### config.mk
export PLATFORM = sky130hd
export DESIGN_NAME = frame_counter_lfsr_sequencer_unit
export DESIGN_NICKNAME = d
export VERILOG_FILES = /design/src/rtl/fcls_pkg.sv /design/src/rtl/frame_counter_lfsr_sequencer_unit.sv
export SDC_FILE = /design/constraint.sdc
export NUM_CORES = 1
export LEC_CHECK = 0
export ABC_AREA = 1
export BUFFER_PORTS_ARGS = -buffer_cell sky130_fd_sc_hd__buf_2
export CORE_MARGIN = 10
export CORE_UTILIZATION = 40
export DETAILED_ROUTE_END_ITERATION = 8
export PLACE_DENSITY = 0.68
export SLEW_MARGIN = 15
export SYNTH_ARGS = -nofsm -noshare
export SYNTH_HDL_FRONTEND = slang
export SYNTH_SLANG_ARGS = --single-unit
### constraint.sdc
create_clock -name i_clk -period 2.13 [get_ports i_clk]
set_clock_uncertainty 0.15 [all_clocks]
set_input_delay 0.426 -clock i_clk [delete_from_list [all_inputs] [get_ports i_clk]]
set_output_delay 0.426 -clock i_clk [all_outputs]
set_load 0.005 [all_outputs]
### src/rtl/fcls_pkg.sv
// Package with widths and decoder patterns of the frame sequencer.
`timescale 1ns / 1ps
`default_nettype none
package fcls_pkg;

    localparam int LfsrW    = 15;
    localparam int NumDec   = 6;
    localparam int InDataW  = 16;
    localparam int OutDataW = 8;

    typedef logic [LfsrW-1:0] t_lfsr;

    // Decoder patterns matched against the output half of the LFSR
    localparam t_lfsr DEC_PATTERN [NumDec] = '{
        15'd28574, 15'd18940, 15'd21292, 15'd30176, 15'd3706, 15'd32767
    };

    typedef struct packed {
        logic       dmc_irq;
        logic [7:0] data_byte;
        logic       status_read_n;
        logic       chip_reset;
        logic       mode_write;
        logic       phase_level;
    } t_in_item;

    typedef struct packed {
        logic status_bit;
        logic status_drive;
        logic irq_line;
        logic half_clock;
        logic quarter_clock;
    } t_out_item;

endpackage
`default_nettype wire

### src/rtl/frame_counter_lfsr_sequencer_unit.sv
// Frame sequencer top level: LFSR, pattern decoders, latches and result register.
`timescale 1ns / 1ps
`default_nettype none
// Half-clock frame sequencer. Every input transaction is one master clock
// phase; the block evaluates the 15-bit inverted LFSR, its six pattern
// decoders and the restart, rate and interrupt latches, and returns exactly
// one result transaction per input transaction. One transaction per cycle is
// sustained while results drain: the phase evaluation is combinational logic
// between the state registers and the result register, and the input is taken
// whenever the result register is empty or is being drained in the same cycle.
module frame_counter_lfsr_sequencer_unit
    import fcls_pkg::*;
(
    input  wire                 i_clk,
    input  wire                 i_rst_n,
    input  wire                 s_axis_tvalid,
    output logic                s_axis_tready,
    // [0] phase_level, [1] mode_write, [2] chip_reset, [3] status_read_n,
    // [11:4] data_byte, [12] dmc_irq, [15:13] unused
    input  wire  [InDataW-1:0]  s_axis_tdata,
    output logic                m_axis_tvalid,
    input  wire                 m_axis_tready,
    // [0] quarter_clock, [1] half_clock, [2] irq_line, [3] status_drive,
    // [4] status_bit, [7:5] zero
    output logic [OutDataW-1:0] m_axis_tdata
);

    t_in_item  w_in;
    logic      w_accept;

    t_lfsr     r_shift_in,  n_shift_in;
    t_lfsr     r_shift_out, n_shift_out;
    logic      r_five_step, n_five_step;
    logic      r_inhibit,   n_inhibit;
    logic      r_frame_irq, n_frame_irq;
    logic      r_rate,      n_rate;
    logic      r_restart_l, n_restart_l;
    logic      r_restart_f, n_restart_f;
    logic      r_irq_stat,  n_irq_stat;
    logic      r_valid;
    t_out_item r_out,       n_out;

    logic [NumDec-1:0] w_dec;
    logic w_aclk, w_naclk, w_c13, w_c14, w_fb, w_ff1, w_z1, w_z2, w_any34;
    logic w_clr, w_ff2;

    assign w_in          = t_in_item'(s_axis_tdata[$bits(t_in_item)-1:0]);
    assign s_axis_tready = !r_valid || m_axis_tready;
    assign w_accept      = s_axis_tvalid && s_axis_tready;
    assign m_axis_tvalid = r_valid;
    assign m_axis_tdata  = {{(OutDataW-$bits(t_out_item)){1'b0}}, r_out};

    always_comb begin
        w_aclk  = w_in.phase_level;
        w_naclk = !w_in.phase_level;
        for (int k = 0; k < NumDec; k++) begin
            w_dec[k] = (r_shift_out == DEC_PATTERN[k]);
        end
        w_c13 = !r_shift_out[13];
        w_c14 = !r_shift_out[14];
        w_fb  = !(w_c13 && w_c14) && (w_c13 || w_dec[5] || w_c14);

        // mode register and rate latch (rate samples the old mode)
        n_rate      = w_naclk ? !r_five_step : r_rate;
        n_five_step = w_in.mode_write ? w_in.data_byte[7] : r_five_step;
        n_inhibit   = w_in.mode_write ? w_in.data_byte[6] : r_inhibit;

        // restart logic
        w_ff1       = !r_restart_f && !(w_in.mode_write || w_in.chip_reset);
        n_restart_l = w_naclk ? w_ff1 : r_restart_l;
        n_restart_f = (w_aclk || n_restart_l) && !w_ff1;
        w_z1        = !n_restart_l;
        w_z2        = !(n_rate || n_restart_l);

        // load ones on a terminal pattern or restart, else shift in low phase
        w_any34 = w_dec[3] || w_dec[4] || w_z1;
        if (w_aclk) begin
            n_shift_in = r_shift_in;
        end else if (w_any34) begin
            n_shift_in = '1;
        end else begin
            n_shift_in = {~r_shift_out[LfsrW-2:0], w_fb};
        end
        n_shift_out = w_naclk ? ~n_shift_in : r_shift_out;

        // frame interrupt
        w_clr = !(w_in.chip_reset || n_inhibit || (w_in.phase_level && !w_in.status_read_n));
        w_ff2 = w_clr ? 1'b0 : !r_frame_irq;
        n_frame_irq = !(!n_five_step && w_dec[3]) && !w_ff2;
        n_irq_stat  = w_naclk ? n_frame_irq : r_irq_stat;

        n_out.quarter_clock = !(w_z2 || (|w_dec[4:0])) || w_aclk;
        n_out.half_clock    = !(w_z2 || w_dec[1] || w_dec[3] || w_dec[4]) || w_aclk;
        n_out.irq_line      = w_in.dmc_irq || w_ff2;
        n_out.status_drive  = w_in.status_read_n;
        n_out.status_bit    = w_in.status_read_n && !n_irq_stat;
    end

    always_ff @(posedge i_clk) begin
        if (!i_rst_n) begin
            r_shift_in  <= '0;
            r_shift_out <= '0;
            r_five_step <= 1'b0;
            r_inhibit   <= 1'b0;
            r_frame_irq <= 1'b0;
            r_rate      <= 1'b0;
            r_restart_l <= 1'b0;
            r_restart_f <= 1'b0;
            r_irq_stat  <= 1'b0;
            r_valid     <= 1'b0;
        end else begin
            if (w_accept) begin
                r_shift_in  <= n_shift_in;
                r_shift_out <= n_shift_out;
                r_five_step <= n_five_step;
                r_inhibit   <= n_inhibit;
                r_frame_irq <= n_frame_irq;
                r_rate      <= n_rate;
                r_restart_l <= n_restart_l;
                r_restart_f <= n_restart_f;
                r_irq_stat  <= n_irq_stat;
                r_valid     <= 1'b1;
            end else if (m_axis_tready) begin
                r_valid <= 1'b0;
            end
        end
    end

    // result payload needs no reset
    always_ff @(posedge i_clk) begin
        if (w_accept) begin
            r_out <= n_out;
        end
    end

endmodule
`default_nettype wire

==> flow_metrics.env, run 1 <==
export IMPL_worstPathMaxFanout=7
export IMPL_final_cell_mix="nand2_1, o21ai_0, dfxtp_1"
export IMPL_num_antenna_cells=0
export IMPL_io_buffers=17
export IMPL_final_layout_size_suffix_gt1_share_pct=13.8
export IMPL_dp_slack_ps=331
export IMPL_place_area_um2=1510
export IMPL_syn_area_um2=1410
export IMPL_routedWlPerCell_um=11.5
export IMPL_tns_ps=0
export IMPL_worst_slack_ps=403
export IMPL_post_cts_resize_count=0
export IMPL_drt_pass1_iter_count=4
export IMPL_pwr_share_comb_pct=12.1
export IMPL_path_cells="inv_1 -> nor2_1 -> nand2_1 -> nor2_1 -> nand2_1 -> nand2_2 -> o21ai_0 -> nor2b_1"
export IMPL_swShare_pct=25.4
export IMPL_finalSetupViolations=0
export IMPL_drv_slew=0
export IMPL_clk_latency_ps=340
export IMPL_clock_path_buffers=2
export IMPL_power_density_nw_per_um2=701
export IMPL_p_total_mw=1.09
export IMPL_max_freq_mhz=579
export IMPL_cp_num_buf_inv=1
export IMPL_hold_path_class="input port to flip-flop"
export IMPL_p_int_mw=0.816
export IMPL_ios=30
export IMPL_cts_buffers=3
export IMPL_crit_required_ps=2090
export IMPL_start_kind="flip-flop"
export IMPL_root_buffer="clkbuf_4"
export IMPL_grt_start_max_net_pins=22
export IMPL_dieHeight_um=79.5
export IMPL_ant_nets=0
export IMPL_final_cells=263
export IMPL_critical_path_class="flip-flop to flip-flop"
export IMPL_start_util_pct=42.0
export IMPL_wl_um=3030
export IMPL_grt_pass1_vias=1215
export IMPL_grt_overflow=0
export IMPL_coreArea_um2=3360
export IMPL_p_clk_share_pct=32.7
export IMPL_yosysWarnings=0
export IMPL_cpPeakStageDelay_ps=500
export IMPL_stdcell_area_um2=1560
export IMPL_dieArea_um2=6310
export IMPL_cts_tree="done"
export IMPL_synthCells=203
export IMPL_path_delay_family="simple AND/OR/NAND/NOR gates"
export IMPL_drc=0
export IMPL_critPathCaptureType="flip-flop"
export IMPL_clock_sinks=28
export IMPL_dpl_hpwl_um=2220
export IMPL_fin_crit_sh_pct=81.1
export IMPL_first_iter_violations=89
export IMPL_yosysUniqueCellTypes=26
export IMPL_cts_hold_fix_buffers=0
export IMPL_grt_usage_pct=10.3
export IMPL_fin_nets=238
export IMPL_rows=21
export IMPL_synth_seq_cells=28
export IMPL_path_clk_slew_ps=160
export IMPL_critPathArrivalTime_ps=1690
export IMPL_status="complete, no violations"
export IMPL_p_seq_share_pct=55.2
export IMPL_irDropWorstVdd_v=0.000385
export IMPL_mostFrequentLayoutCell="nand2_1"
export IMPL_grt_pass1_wl_um=5400
export IMPL_viasPerCell=4.79
export IMPL_crit_slowest_cell="dfxtp_1"
export IMPL_rsz0062_at_grt="no"
export IMPL_antenna_found_initial=0
export IMPL_finalHoldViolations=0
export IMPL_ys_seq_area_share_pct=43.2
export IMPL_power_leakage_nw=0.634
export IMPL_htree_num_levels=1
export IMPL_syn_area_per_cell_um2=6.96
export IMPL_area_delta_synth_final_pct=10.4
export IMPL_drv_cap=0
export IMPL_cts_setup_buffers=0
export IMPL_placedCellCount=259
export IMPL_power_switching_mw=0.278
export IMPL_place_congestion=0.823
export IMPL_finalCriticalPeriod_ps=1730
export IMPL_die_w_um=79.5
export IMPL_dr_total_vias=1259
[cell usage after synthesis]
cell / n / area [µm²]
or3_1: 1 / 6.26
dfxtp_1: 23 / 460
buf_6: 1 / 11.3
buf_2: 2 / 10.0
nand3_1: 5 / 25.0
nor2_1: 20 / 75.1
a21boi_0: 1 / 7.51
nand2_2: 2 / 12.5
inv_1: 22 / 82.6
a211oi_1: 1 / 7.51
o21ai_0: 24 / 120
conb_1: 1 / 3.75
edfxtp_1: 5 / 150
nand4_1: 2 / 12.5
clkbuf_1: 2 / 7.51
a21oi_1: 22 / 110
o31ai_1: 2 / 15.0
buf_4: 5 / 37.5
nor3_1: 5 / 25.0
nor2b_1: 1 / 6.26
inv_2: 1 / 3.75
clkbuf_2: 1 / 5.00
and2_2: 1 / 7.51
nand2_1: 50 / 188
nor2_4: 1 / 11.3
or2_2: 2 / 12.5
[final timing paths]
path / from / endpoint / slack (ps) / depth (start not counted)
worst max register to register: r_shift_out[12]$_SDFFE_PN0P_ / m_axis_tdata[0]$_DFFE_PP_ / 400 / 8
worst min register to register: r_inhibit$_SDFFE_PN0P_ / r_inhibit$_SDFFE_PN0P_ / 320 / 2
worst min-delay path: s_axis_tdata[3] / m_axis_tdata[3]$_DFFE_PP_ / 150 / 1
worst max-delay path: r_shift_out[12]$_SDFFE_PN0P_ / m_axis_tdata[0]$_DFFE_PP_ / 400 / 8
[power groups by stage]
stage	logic [mW]	registers (mW)	clock network [mW]
after floorplan	0.100	0.609	0
final	0.132	0.604	0.358
after detailed placement	0.132	0.615	0
after global routing	0.157	0.610	0.384
after CTS	0.133	0.604	0.364
after global placement	0.131	0.616	0
[logic make-up (layout without fill, tap and decap cells)]
family | count (synthesis) | after routing | share of synthesized area, %
compound gates | 50 | 50 | 18.4
flops | 28 | 28 | 43.2
simple gates | 90 | 90 | 27.0
buf+inv | 34 | 46 | 11.2
other cells | 1 | 3 | 0.265
[metal layers]
metal  global-route usage [%]  vias up  part of all wire (%)
met5                        0        -                     0
met4                     4.30        0                   1.7
met3                     2.14        5                   3.8
met2                     16.1       20                    45
met1                     13.3      558                    50
li1                         -      676                     -
[area by class of cell]
cell class	count	area, µm²
clock buffers	3	22.5
clock inverters	1	30.0
fillers	373	1800
inverters	23	86.3
multi-input cells	143	653
flip-flops and latches	28	611
well taps	46	57.6
repair buffers	19	100
[metrics by stage]
step                hold slack, ps  util (%)
global placement               289      44.8
CTS                            139      46.4
detailed placement             298      44.8
global route                   125      46.4
floorplan                      274         -
finish                         145      46.4
[registers in the layout, summed over array words and instances, names as in the netlist]
name and flops:
r_shift_out 15, m_axis_tdata 5, m_axis_tvalid 1, r_five_step 1, r_frame_irq 1, r_inhibit 1
r_irq_stat 1, r_rate 1, r_restart_f 1, r_restart_l 1
No activity file was read; power rests on OpenSTA's default activity.
==> run 2: changes to the inputs <==
--- a/config.mk
+++ b/config.mk
@@ -10,7 +10,7 @@
 export CORE_MARGIN = 10
 export CORE_UTILIZATION = 40
 export DETAILED_ROUTE_END_ITERATION = 8
-export PLACE_DENSITY = 0.68
+export PLACE_DENSITY = 0.7
 export SLEW_MARGIN = 15
 export SYNTH_ARGS = -nofsm -noshare
 export SYNTH_HDL_FRONTEND = slang
==> constraint.sdc (replaced) <==
create_clock -name i_clk -period 1.5 [get_ports i_clk]
set_clock_uncertainty 0.15 [all_clocks]
set_input_delay 0.3 -clock i_clk [delete_from_list [all_inputs] [get_ports i_clk]]
set_output_delay 0.3 -clock i_clk [all_outputs]
set_load 0.005 [all_outputs]
==> run 2 against run 1 <==
Against the previous run:
- the run now ends with setup timing left
- non-clock buffer count up 35
- clock power up 41%
- largest power group unchanged
- count of clock-buffer cells in the layout unchanged
- via count up 14%
- core utilization up 15 points
- maximum frequency up 14%
- flip-flop and latch count unchanged
- sequential power up 42%
- register-to-register slack worse by 420 ps
- first-iteration DRC count up 20%
- critical endpoint is now r_shift_out[3]$_SDFFE_PN0P_
- critical path type unchanged
- final cell count up 13%
- total power up 54%
==> flow_metrics.env, run 2 (synthesized netlist as in run 1, its figures left out) <==
export IMPL_post_route_util_pct=61.2
export IMPL_dieArea_um2=6310
export IMPL_rows=21
export IMPL_critPathCaptureType="flip-flop"
export IMPL_wl_um=3690
export IMPL_worst_slack_ps=-21.6
export IMPL_path_clk_slew_ps=160
export IMPL_finalCriticalPeriod_ps=1520
export IMPL_drc=0
export IMPL_worstPathMaxFanout=7
export IMPL_grt_usage_pct=10.4
export IMPL_grt_pass1_wl_um=5530
export IMPL_crit_required_ps=1590
export IMPL_swShare_pct=26.4
export IMPL_grt_pass1_vias=1272
export IMPL_drv_cap=0
export IMPL_ant_nets=0
export IMPL_cts_hold_fix_buffers=0
export IMPL_die_w_um=79.5
export IMPL_p_int_mw=1.24
export IMPL_clock_sinks=28
export IMPL_viasPerCell=4.83
export IMPL_clk_latency_ps=330
export IMPL_antenna_found_initial=0
export IMPL_final_cell_mix="buf_4, nand2_1, o21ai_0"
export IMPL_clock_path_buffers=2
export IMPL_cpPeakStageDelay_ps=410
export IMPL_irDropWorstVdd_v=0.000425
export IMPL_final_cells=298
export IMPL_status="finished, violations left"
export IMPL_dieHeight_um=79.5
export IMPL_finalHoldViolations=0
export IMPL_start_util_pct=42.0
export IMPL_grt_start_max_net_pins=23
export IMPL_cp_num_buf_inv=2
export IMPL_ios=30
export IMPL_start_kind="flip-flop"
export IMPL_drv_slew=0
export IMPL_p_seq_share_pct=51.0
export IMPL_routedWlPerCell_um=12.4
export IMPL_p_clk_share_pct=29.9
export IMPL_area_delta_synth_final_pct=45.5
export IMPL_io_buffers=17
export IMPL_r2r_end="r_shift_out[3]$_SDFFE_PN0P_"
export IMPL_grt_overflow=0
export IMPL_critical_path_class="flip-flop to flip-flop"
export IMPL_finalSetupViolations=9
export IMPL_final_layout_size_suffix_gt1_share_pct=47.6
export IMPL_hold_path_class="input port to flip-flop"
export IMPL_ff2ff_path_depth=10
export IMPL_fin_nets=273
export IMPL_rrSetupSlack_ps=-20
export IMPL_power_leakage_nw=0.926
export IMPL_power_density_nw_per_um2=820
export IMPL_cts_tree="done"
export IMPL_largest_reg_flops=15
export IMPL_pwr_share_comb_pct=19.1
export IMPL_power_switching_mw=0.445
export IMPL_num_antenna_cells=0
export IMPL_largest_register="r_shift_out"
export IMPL_htree_num_levels=1
export IMPL_reg2reg_from="r_shift_out[1]$_SDFFE_PN0P_"
export IMPL_cts_buffers=3
export IMPL_root_buffer="clkbuf_4"
export IMPL_critPathArrivalTime_ps=1610
export IMPL_failed_checks="setup timing"
export IMPL_path_delay_family="simple AND/OR/NAND/NOR gates"
export IMPL_hold_ws_ps=22.5
export IMPL_min_from="s_axis_tdata[3]"
export IMPL_min_path_cells=1
export IMPL_crit_slowest_cell="dfxtp_4"
export IMPL_place_congestion=0.828
export IMPL_fin_crit_sh_pct=101
export IMPL_rsz0062_at_grt="yes"
export IMPL_coreArea_um2=3360
export IMPL_first_iter_violations=107
export IMPL_placedCellCount=285
export IMPL_critPathMostFrequentCell="nand2_1"
export IMPL_drt_pass1_iter_count=6
export IMPL_path_cells="inv_2 -> nor2_2 -> nand2_1 -> nor2_1 -> nand2_1 -> nand2_2 -> nor2_4 -> clkbuf_16 -> nand2_1 -> a21oi_1"
export IMPL_mostFrequentLayoutCell="buf_4"
export IMPL_hold_end="m_axis_tdata[3]$_DFFE_PP_"
export IMPL_dpl_hpwl_um=2490
export IMPL_p_total_mw=1.69
export IMPL_max_freq_mhz=657
export IMPL_dr_total_vias=1439
## run 2: cell count changes in the layout (fill, tap and decap cells not counted), sizes merged
cell and change:
buf +34, clkbuf +1
## run 2: layout make-up
cell class,instances,area (µm²)
Fill cell,310,1310
Multi-Input combinational cell,143,803
Sequential cell,28,649
Timing Repair Buffer,54,405
Inverter,23,88.8
Tap cell,46,57.6
Clock inverter,1,30.0
Clock buffer,3,22.5
## run 2: worst max-delay path by stage
stage / from / endpoint / slack [ps] / depth (start not counted)
after floorplan: r_shift_out[12]$_SDFFE_PN0P_ / m_axis_tdata[4]$_DFFE_PP_ / 60 / 9
after global placement: s_axis_tdata[0] / m_axis_tdata[0]$_DFFE_PP_ / -70 / 8
after detailed placement: s_axis_tdata[0] / m_axis_tdata[0]$_DFFE_PP_ / -100 / 8
after CTS: r_shift_out[1]$_SDFFE_PN0P_ / m_axis_tdata[0]$_DFFE_PP_ / 2 / 8
after global routing: r_shift_out[8]$_SDFFE_PN0P_ / r_shift_out[3]$_SDFFE_PN0P_ / -90 / 10
final: r_shift_out[1]$_SDFFE_PN0P_ / r_shift_out[3]$_SDFFE_PN0P_ / -20 / 10
## run 2: power groups by stage
stage               logic [mW]  clock network, mW  registers (mW)
CTS                      0.266              0.508           0.856
global route             0.357              0.541           0.867
detailed placement       0.258                  0           0.868
finish                   0.322              0.505           0.859
global placement         0.254                  0           0.867
floorplan                0.142                  0           0.865
## run 2: worst reg2reg max path: cells and delay by family (launching register included)
kind,cells,cell delay (ps)
compound gates,1,50
buf+inv,2,210
flops,1,410
simple gates,7,610
## run 2: per-stage QoR
| step | setup TNS (ps) | setup WS (ps) | instance area [µm²] |
|---|---|---|---|
| 2_1_floorplan | 0 | 59.0 | 1420 |
| 3_3_place_gp | -138 | -73.9 | 1730 |
| 3_5_place_dp | -168 | -105 | 1730 |
| 4_1_cts | 0 | 1.79 | 1820 |
| 5_1_grt | -1250 | -91.8 | 2060 |
| 6_report | -103 | -21.6 | 2060 |
## run 2: per-layer routing
layer / vias up / part of all wire (%) / track usage [%] / routed length, µm
met2: 19 / 49 / 16.8 / 1800
met4: 0 / 1.7 / 2.69 / 62
met1: 658 / 46 / 13.8 / 1710
met5: - / 0 / 0 / 0
li1: 755 / - / - / -
met3: 7 / 3.3 / 2.14 / 120
## run 2: what timing repair did
| action | 4_1_cts | 5_1_grt |
|---|---|---|
| gates cloned | 0 | 1 |
| resized for setup | 17 | 58 |
| buffers inserted | 1 | 7 |
| pin swaps | 1 | 14 |
| setup endpoints to repair | 4 | 20 |
==> run 3: changes to the inputs <==
--- a/config.mk
+++ b/config.mk
@@ -5,12 +5,12 @@
 export SDC_FILE = /design/constraint.sdc
 export NUM_CORES = 1
 export LEC_CHECK = 0
-export ABC_AREA = 1
 export BUFFER_PORTS_ARGS = -buffer_cell sky130_fd_sc_hd__buf_2
 export CORE_MARGIN = 10
 export CORE_UTILIZATION = 40
 export DETAILED_ROUTE_END_ITERATION = 8
-export PLACE_DENSITY = 0.7
+export PLACE_DENSITY = 0.71
+export SKIP_CTS_REPAIR_TIMING = 1
 export SLEW_MARGIN = 15
 export SYNTH_ARGS = -nofsm -noshare
 export SYNTH_HDL_FRONTEND = slang
==> run 3 against run 2 <==
Against the previous run:
- the run still ends with setup timing left
- synthesized cell count fell by 29%
- register-to-register slack got worse by 390 ps
- critical path depth fell by 6
- area after synthesis fell by 8.9%
- total power fell by 18%
- maximum frequency fell by 20%
- via count fell by 17%
- clock power fell by 16%
- critical path type unchanged
- worst hold slack improved by 44 ps
- worst setup slack got worse by 390 ps
- first-iteration DRC count fell by 38%
==> flow_metrics.env, run 3 <==
export IMPL_cpPeakStageDelay_ps=550
export IMPL_dieArea_um2=5890
export IMPL_finalSetupViolations=20
export IMPL_final_cell_mix="nand2_1, buf_4, dfxtp_1"
export IMPL_hold_ws_ps=66.8
export IMPL_area_delta_synth_final_pct=32.5
export IMPL_crit_slowest_cell="or4b_4"
export IMPL_p_seq_share_pct=57.9
export IMPL_failed_checks="setup timing"
export IMPL_cts_tree="done"
export IMPL_synth_top_area_share_pct=35.8
export IMPL_dpl_hpwl_um=2510
export IMPL_dieHeight_um=76.7
export IMPL_ys_seq_area_share_pct=47.4
export IMPL_synth_area_leaders="dfxtp_1, edfxtp_1, nand2_1"
export IMPL_critPathArrivalTime_ps=1870
export IMPL_ant_nets=0
export IMPL_die_w_um=76.7
export IMPL_grt_usage_pct=10.2
export IMPL_power_switching_mw=0.315
export IMPL_grt_pass1_wl_um=5110
export IMPL_placedCellCount=220
export IMPL_grt_start_max_net_pins=25
export IMPL_rows=20
export IMPL_place_congestion=0.894
export IMPL_fin_crit_sh_pct=127
export IMPL_status="finished, violations left"
export IMPL_worst_slack_ps=-412
export IMPL_power_leakage_nw=0.694
export IMPL_grt_pass1_vias=1132
export IMPL_largest_reg_flops=15
export IMPL_p_int_mw=1.07
export IMPL_rsz0062_at_grt="yes"
export IMPL_fin_nets=203
export IMPL_rrSetupSlack_ps=-410
export IMPL_start_kind="flip-flop"
export IMPL_dr_total_vias=1200
export IMPL_synthTopCellsByCount="nand2_1, dfxtp_1, o22ai_1"
export IMPL_root_buffer="clkbuf_4"
export IMPL_hold_path_class="input port to flip-flop"
export IMPL_yosysTopAreaCell="dfxtp_1"
export IMPL_final_layout_size_suffix_gt1_share_pct=33.5
export IMPL_seq_area_um2=614
export IMPL_start_util_pct=41.8
export IMPL_coreArea_um2=3080
export IMPL_drt_pass1_iter_count=4
export IMPL_largest_register="r_shift_out"
export IMPL_finalHoldViolations=0
export IMPL_path_clk_slew_ps=150
export IMPL_synth_edf_count=5
export IMPL_grt_overflow=0
export IMPL_viasPerCell=5.31
export IMPL_wl_um=3280
export IMPL_clock_sinks=28
export IMPL_critPathCaptureType="flip-flop"
export IMPL_synthCells=144
export IMPL_first_iter_violations=66
export IMPL_worstPathMaxFanout=3
export IMPL_clock_path_buffers=2
export IMPL_ys_async_sr_fraction_pct=0
export IMPL_yosysMostFrequentCell="nand2_1"
export IMPL_htree_num_levels=1
export IMPL_routedWlPerCell_um=14.5
export IMPL_swShare_pct=22.8
export IMPL_fill_cells=293
export IMPL_ios=30
export IMPL_drv_cap=0
export IMPL_multi_input_area_um2=668
export IMPL_clk_latency_ps=330
export IMPL_p_clk_share_pct=30.8
export IMPL_finalCriticalPeriod_ps=1910
export IMPL_final_cells=226
export IMPL_num_antenna_cells=0
export IMPL_yosysUniqueCellTypes=35
export IMPL_yosysWarnings=0
export IMPL_synth_ff_type="dfxtp_1"
export IMPL_pwr_share_comb_pct=11.4
export IMPL_io_buffers=17
export IMPL_syn_area_per_cell_um2=8.94
export IMPL_syn_area_um2=1290
export IMPL_irDropWorstVdd_v=0.000463
export IMPL_cts_buffers=3
export IMPL_post_route_util_pct=55.4
export IMPL_max_freq_mhz=523
export IMPL_power_density_nw_per_um2=810
export IMPL_drv_slew=0
export IMPL_drc=0
export IMPL_antenna_found_initial=0
export IMPL_mostFrequentLayoutCell="nand2_1"
export IMPL_synth_seq_cells=28
export IMPL_crit_required_ps=1460
export IMPL_critical_path_class="flip-flop to flip-flop"
export IMPL_path_cells="or4b_4 -> nor4_4 -> o2bb2a_4 -> a31o_2"
run 3: final timing paths:
kind | start | to | cells past startpoint
max | r_shift_out[1]$_SDFFE_PN0P_ | m_axis_tdata[0]$_DFFE_PP_ | 4
min | s_axis_tdata[12] | m_axis_tdata[2]$_DFFE_PP_ | 2
min reg2reg | r_frame_irq$_SDFFE_PN0P_ | r_frame_irq$_SDFFE_PN0P_ | 2
max reg2reg | r_shift_out[1]$_SDFFE_PN0P_ | m_axis_tdata[0]$_DFFE_PP_ | 4
run 3: cell families (layout without fill, tap and decap cells):
kind of cell    Yosys count  count (layout)  synth area share [%]
simple gates             66              66                  27.0
compound gates           30              30                  16.8
flops                    28              28                  47.4
buf+inv                  15              51                  5.34
mux                       4               4                  3.11
other cells               1               3                 0.291
run 3: worst max-delay path, delay by kind of cell (launching register included):
kind | cells | cell delay, ps
compound gates | 2 | 440
flops | 1 | 350
simple gates | 2 | 750
run 3: power by group through the flow:
stage                     registers (mW)  clock network (mW)  logic, mW
after floorplan                    0.814                   0     0.0817
after global placement             0.814                   0      0.138
after detailed placement           0.815                   0      0.142
after CTS                          0.799               0.444      0.142
after global routing               0.802               0.470      0.174
final                              0.800               0.425      0.157
run 3: layer usage:
layer	track usage [%]	wire [µm]	vias up	share of wire (%)
li1	-	-	599	-
met1	12.8	1480	572	45
met2	16.9	1670	27	51
met3	3.26	118	2	3.6
met4	2.04	12	0	0.37
met5	0	0	-	0
run 3: metrics by stage:
step	instance area, µm²	total power, mW	setup TNS (ps)	setup slack, ps
floorplan	1320	0.896	-3960	-341
global placement	1600	0.952	-4600	-347
detailed placement	1600	0.957	-5630	-409
CTS	1640	1.38	-6080	-426
global route	1710	1.45	-7320	-478
finish	1710	1.38	-5800	-412
run 3: area by class of cell:
class / count / share of cell area, %
Timing Repair Buffer: 43 / 17.9
Sequential cell: 28 / 36.0
Tap cell: 44 / 3.23
Inverter: 4 / 0.880
Multi-Input combinational cell: 103 / 39.2
Clock buffer: 4 / 2.79
